--- src/rtl/npdt_dist_pipe.sv ---
// three-stage squared distance pipeline: abs diff, square, sum
module npdt_dist_pipe #(
  parameter int unsigned COORD_BITS = 24,
  parameter int unsigned IDX_W      = 6
) (
  input  logic                          clk_i,
  input  logic                          rst_ni,
  input  logic                          vld_i,
  input  logic [IDX_W-1:0]              idx_i,
  input  logic                          dock_i,
  input  logic signed [COORD_BITS-1:0]  px_i,
  input  logic signed [COORD_BITS-1:0]  py_i,
  input  logic signed [COORD_BITS-1:0]  pz_i,
  input  logic signed [COORD_BITS-1:0]  qx_i,
  input  logic signed [COORD_BITS-1:0]  qy_i,
  input  logic signed [COORD_BITS-1:0]  qz_i,
  output logic                          vld_o,
  output logic [IDX_W-1:0]              idx_o,
  output logic                          dock_o,
  output logic [2*COORD_BITS+1:0]       dist_o,
  output logic                          busy_o
);

  localparam int unsigned C   = COORD_BITS;
  localparam int unsigned D_W = 2 * C + 2;

  logic signed [C:0] dx, dy, dz;
  logic [C:0]        nx, ny, nz;
  logic [C-1:0]      mx, my, mz;

  logic [C-1:0]   mx_q, my_q, mz_q;
  logic [2*C-1:0] sx_q, sy_q, sz_q;
  logic [D_W-1:0] dist_q;
  logic [2:0]     vld_q;
  logic [IDX_W-1:0] idx1_q, idx2_q, idx3_q;
  logic [2:0]     dock_q;

  // magnitude of a difference of two C-bit values fits in C bits
  always_comb begin
    dx = $signed({px_i[C-1], px_i}) - $signed({qx_i[C-1], qx_i});
    dy = $signed({py_i[C-1], py_i}) - $signed({qy_i[C-1], qy_i});
    dz = $signed({pz_i[C-1], pz_i}) - $signed({qz_i[C-1], qz_i});
    nx = -dx;
    ny = -dy;
    nz = -dz;
    mx = dx[C] ? nx[C-1:0] : dx[C-1:0];
    my = dy[C] ? ny[C-1:0] : dy[C-1:0];
    mz = dz[C] ? nz[C-1:0] : dz[C-1:0];
  end

  always_ff @(posedge clk_i or negedge rst_ni) begin
    if (!rst_ni) begin
      vld_q <= '0;
    end else begin
      vld_q <= {vld_q[1:0], vld_i};
    end
  end

  always_ff @(posedge clk_i) begin
    mx_q   <= mx;
    my_q   <= my;
    mz_q   <= mz;
    sx_q   <= mx_q * mx_q;
    sy_q   <= my_q * my_q;
    sz_q   <= mz_q * mz_q;
    dist_q <= {2'b00, sx_q} + {2'b00, sy_q} + {2'b00, sz_q};
    idx1_q <= idx_i;
    idx2_q <= idx1_q;
    idx3_q <= idx2_q;
    dock_q <= {dock_q[1:0], dock_i};
  end

  assign vld_o  = vld_q[2];
  assign idx_o  = idx3_q;
  assign dock_o = dock_q[2];
  assign dist_o = dist_q;
  assign busy_o = |vld_q;

endmodule
--- config.mk ---
export PLATFORM = sky130hd
export DESIGN_NAME = npdt_dist_pipe
export DESIGN_NICKNAME = d
export VERILOG_FILES = /design/src/rtl/npdt_dist_pipe.sv
export SDC_FILE = /design/constraint.sdc
export NUM_CORES = 2
export LEC_CHECK = 0
export ABC_AREA = 1
export BUFFER_PORTS_ARGS = -buffer_cell sky130_fd_sc_hd__buf_4
export CAP_MARGIN = 20
export CORE_MARGIN = 4
export CORE_UTILIZATION = 64
export CTS_CLUSTER_DIAMETER = 200
export DETAILED_ROUTE_END_ITERATION = 8
export PLACE_DENSITY = 0.79
export SLEW_MARGIN = 20
export SYNTH_ARGS = -nofsm -noshare
export SYNTH_HDL_FRONTEND = slang
export SYNTH_SLANG_ARGS = --single-unit
--- constraint.sdc ---
create_clock -name clk_i -period 7.6 [get_ports clk_i]
set_input_delay 0.38 -clock clk_i [delete_from_list [all_inputs] [get_ports clk_i]]
set_output_delay 0.38 -clock clk_i [all_outputs]
set_load 0.005 [all_outputs]
Yosys cells after proc, flatten, opt, wreduce, memory -nomap -nowiden

Index checks and enable logic that the tools add are counted.

$add $sub $neg: 8
$mul: 3
Divide/modulo/power cells: 0
Order comparisons: 0
Equal/unequal tests: 0
Shifts and indexed selects: 0
Mux-type cells: 3
Bitwise logic cells: 0
Reduce and logical (&&, ||, !) cells: 1

Operator list:

| cell            | number |
|---|---|
| $mul 24x24->48  | 3 |
| $sub 24x24->25  | 3 |
| $mux 24         | 3 |
| $neg 24->24     | 3 |
| $add 49x48->50  | 1 |
| $add 48x48->49  | 1 |
| $reduce_or 3->1 | 1 |

Flip-flop bits (word level): 290
Latch bits: 0
Memory bits (writable): 0
Bits in read-only memories: 0
Logic and storage cells: 27
Memories: 0

Longest topological paths before layout

Depth in word-level cells: 3
Gate-level depth with buffers: 31

Worst setup path after synthesis

Ideal clock, no wire load.

Path type: reg-to-reg
From: register mx_q[14]
To: register sx_q[37]
Setup time: 112 ps
Arrival time: 6117 ps
Data required time: 7488 ps
Slack: 1371 ps
Cell stages (with the launch flop): 30
Buffers on the path: 1
Clock period less this slack: 6229 ps
Cells stage by stage: dfxtp_1 clkbuf_1 nand2_1 fa_1 inv_1 fa_1 inv_1 fa_1 inv_1 fa_1 inv_1 fa_1 inv_1 fa_1 inv_1 fa_1 inv_1 ha_1 nand2_1 nor2_1 inv_1 nor2_1 nor2_1 o21ai_1 nand2_1 nand2_1 a21oi_1 or2_1 nand3_1 nand2_1

Cells in the longest elaborated chain, start to end: 1

RTL lines:

| element                | RTL line | text |
|---|---|---|
| start, declared        | 31       | `logic [C-1:0] mx_q, my_q, mz_q;` |
| start signal, assigned | 60       | `mx_q <= mx;` |
| $mul 24x24->48         | 63       | `sx_q <= mx_q * mx_q;` |
| end signal, assigned   | 63       |  |
| end, declared          | 32       | `logic [2*C-1:0] sx_q, sy_q, sz_q;` |

No other way between the ends.

Worst setup path after layout

From: register my_q[1]
To: register sy_q[37]

Cells in the longest elaborated chain, start to end: 1

RTL lines:

| element                | RTL line | text |
|---|---|---|
| start, declared        | 31       |  |
| start signal, assigned | 61       | `my_q <= my;` |
| $mul 24x24->48         | 64       | `sy_q <= my_q * my_q;` |
| end signal, assigned   | 64       |  |
| end, declared          | 32       |  |

No other way between the ends.

==> metrics.md <==
| Metric | Value |
|---|---|
| Die area | approximately 110,000 um2 |
| Register area share after synthesis | 8.49% |
| Synthesis-to-finish area growth | 7.14% |
| Cts bufs inserted | 37 |
| Outcome | complete, no violations |
| Measured slew at the worst slew-check pin | roughly 1.0 ns |
| Tmin final | about 7 ns |
| Die W | between 300 and 400 um |
| Reg2reg start | my_q[1] |
| Initial antenna violation count | 4 |
| Crit path max fanout | 24 |
| Overflow after GRT | 0 |
| Number of port buffers | roughly 210 |
| Worst Hold Class | in -> async |
| Critical R2R Capture | sy_q[37] |
| Mean post-synth cell area | 7.74 um2 |
| Fraction of layout cells with a size suffix above 1 | 4.59% |
| Sinks on Clock Net | 287 |
| Vias in the first global route | 58,600 |
| CP endpoint kind | register |
| Clk buf depth | 3 |
| Initial Util | between 60 and 70% |
| Post-synth EDFFs | 0 |
| Initial DRC count | about 4,000 |
| Total track usage | ~33% |
| Post-DP HPWL | roughly 160,000 um |
| Post-synthesis instance area | between 60,000 and 70,000 um2 |
| Hold Worst Slack | 0.105 ns |
| Routed WL | approximately 180,000 um |
| Via count | approximately 55,000 |
| R2R setup slack | 0.44 ns |
| Clock-pin slew on the worst setup and hold paths | around 0.06 ns |
| Routability cong. | 0.999 |
| Pre-Repair DR Iteration Count | 6 |
| Cell accounting for the most synthesized area | fa_1 |
| Maximum clock frequency | roughly 0.14 GHz |
| Net count, final | 11,100 |
| Most common cell in the netlist | inv_1 |
| Storage cell area | between 5000 and 6000 um2 |
| Slew Limit Fails | 0 |
| IO Pins | about 210 |
| Die Y-Extent | around 330 um |
| Antenna Nets Post-Route | 0 |
| CP Class | reg -> reg |
| Final std cells w/o fill | between 10,000 and 15,000 |
| Crit path arrival time | around 7.7 ns |
| Layout filler cell count | slightly below 9,000 |
| Final Cycle Share | between 90% and 100% |
| Final setup violation count | 0 |
| Final setup TNS | 0 ns |
| Post-DR vias/cell | 5.29 |
| Number of max-cap violations | 0 |
| Row count | roughly 120 |
| Synth top area share | between 30% and 40% |
| First-pass GRT wire length | between 200,000 and 300,000 um |
| Primary FF master, synth | dfxtp_1 |
| Core outline area | 105,000 um2 |
| Clock skew | 0.0370 ns |
| Clock Tree Root | clkbuf_16 |
| Placed cells | roughly 10,000 |
| Relative slew slack | between 30% and 40% |
| CTS tree | done |
| DRC | 0 |
| Yosys Warn Count | 0 |
| Worst skew pair latency | around 0.62 ns |
| Fin. Hold Viols | 0 |
| Crit start category | register |
| Mapped Cells | between 8,000 and 9,000 |
| Cells on worst reg2reg path | 25 |
| CP required | 8.12 ns |
| H-Tree Depth | 2 |
| Yosys reg bits | around 290 |
| Post-synth top cells | 2,708 x inv_1, 1,964 x nand2_1, 1,316 x fa_1 |
| RSZ-0062 raised after global routing | false |
| Async SR Flop Fraction | 1.05% |
| Top area cells in the synthesized netlist | fa_1 39%, inv_1 15%, ha_1 12%, nand2_1 11%, dfxtp_1 8.4% |
| Setup Fix Bufs, Post-CTS | 0 |
| Final core occ | between 60 and 70% |
| Largest net degree at the start of global routing | 27 |
| Wire per inst | ~17 um |
| Library cells used by synthesis | 52 |
| Multi-input gate area | about 50,000 um2 |
==> flip-flops by register name, summed over array words and instances (netlist names), 6 cells and up <==
signal  flops
dist_o     50
idx1_q      6
idx2_q      6
idx_o       6
mx_q       24
my_q       24
mz_q       24
sx_q       47
sy_q       47
sz_q       47
==> metal layers <==
metal	part of all wire, %	track usage [%]	wire length (um)
met5	0	0	0
met4	3.9	11.8	6950
met3	7.8	4.91	14000
met2	47	54.5	84100
met1	41	44.5	73400
==> critical path: stages, from the launching register on <==
cell and delay, ns:
dfxtp_1 1.00, nand2_1 0.22, fa_1 0.55, inv_1 0.06
fa_1 0.52, inv_1 0.05, fa_1 0.53, inv_1 0.05
fa_1 0.50, inv_1 0.05, fa_1 0.53, inv_1 0.05
fa_1 0.47, inv_1 0.05, fa_1 0.48, inv_1 0.04
ha_1 0.36, nand2_1 0.11, nor2_1 0.13, inv_1 0.09
nor2_1 0.22, a21oi_1 0.18, o21ai_0 0.39, nand3_1 0.13
nand2_1 0.11, xor2_1 0.19
==> cells by family after synthesis <==
logic type | synth area share (%)
xor+xnor | 3.29
compound gates | 4.83
flops | 8.49
fa+ha+maj | 50.8
buf+inv | 15.9
simple gates | 16.7
other cells | 0.00552
==> timing repair <==
item                                   in CTS  in global routing
endpoints found under the hold margin      11                  0
gates resized for setup                     0                  1
hold buffers                                9                  0
setup endpoints to repair                   0                  2
==> worst max path at each step <==
| stage | from | endpoint | slack [ns] | depth (start not counted) |
|---|---|---|---|---|
| floorplan | mx_q[14] | sx_q[37] | 1.37 | 29 |
| global placement | mz_q[18] | sz_q[29] | 0.43 | 23 |
| detailed placement | mz_q[5] | sz_q[39] | 0.41 | 22 |
| CTS | mz_q[5] | sz_q[39] | 0.39 | 22 |
| global route | my_q[1] | sy_q[37] | 0.008 | 25 |
| finish | my_q[1] | sy_q[37] | 0.44 | 25 |
==> layout by cell type, fill, tap and decap left out, drive strengths merged, types with 14 or more instances in the layout <==
cell type / count
nand4: 41
fa: 1316
xor2: 155
dfxtp: 284
nor3: 37
a21oi: 261
ha: 650
a31oi: 65
nand3b: 14
nor4: 26
nor2: 442
inv: 2720
xnor2: 97
o21ai: 141
nand2: 1979
a21o: 40
o21bai: 22
clkbuf: 40
nand3: 258
buf: 303
==> cell type report <==
class | count | share of cell area [%]
Multi-Input combinational cell | 5619 | 70.6
Inverter | 2712 | 14.0
Sequential cell | 287 | 7.93
Timing Repair Buffer | 312 | 3.27
Tap cell | 1391 | 2.39
Clock buffer | 40 | 1.32
Clock inverter | 27 | 0.533
Antenna cell | 2 | 0.00688
==> through the flow <==
stage | setup WS, ns | area, um2
after floorplan | 1.37 | 67900
after global placement | 0.430 | 71300
after detailed placement | 0.414 | 71300
after CTS | 0.385 | 72700
after global routing | 0.00772 | 72700
final | 0.444 | 72700
Power is left out: the tool's default activity adds up to more than one toggle a clock period on the data nets, which glitch-free logic cannot reach.
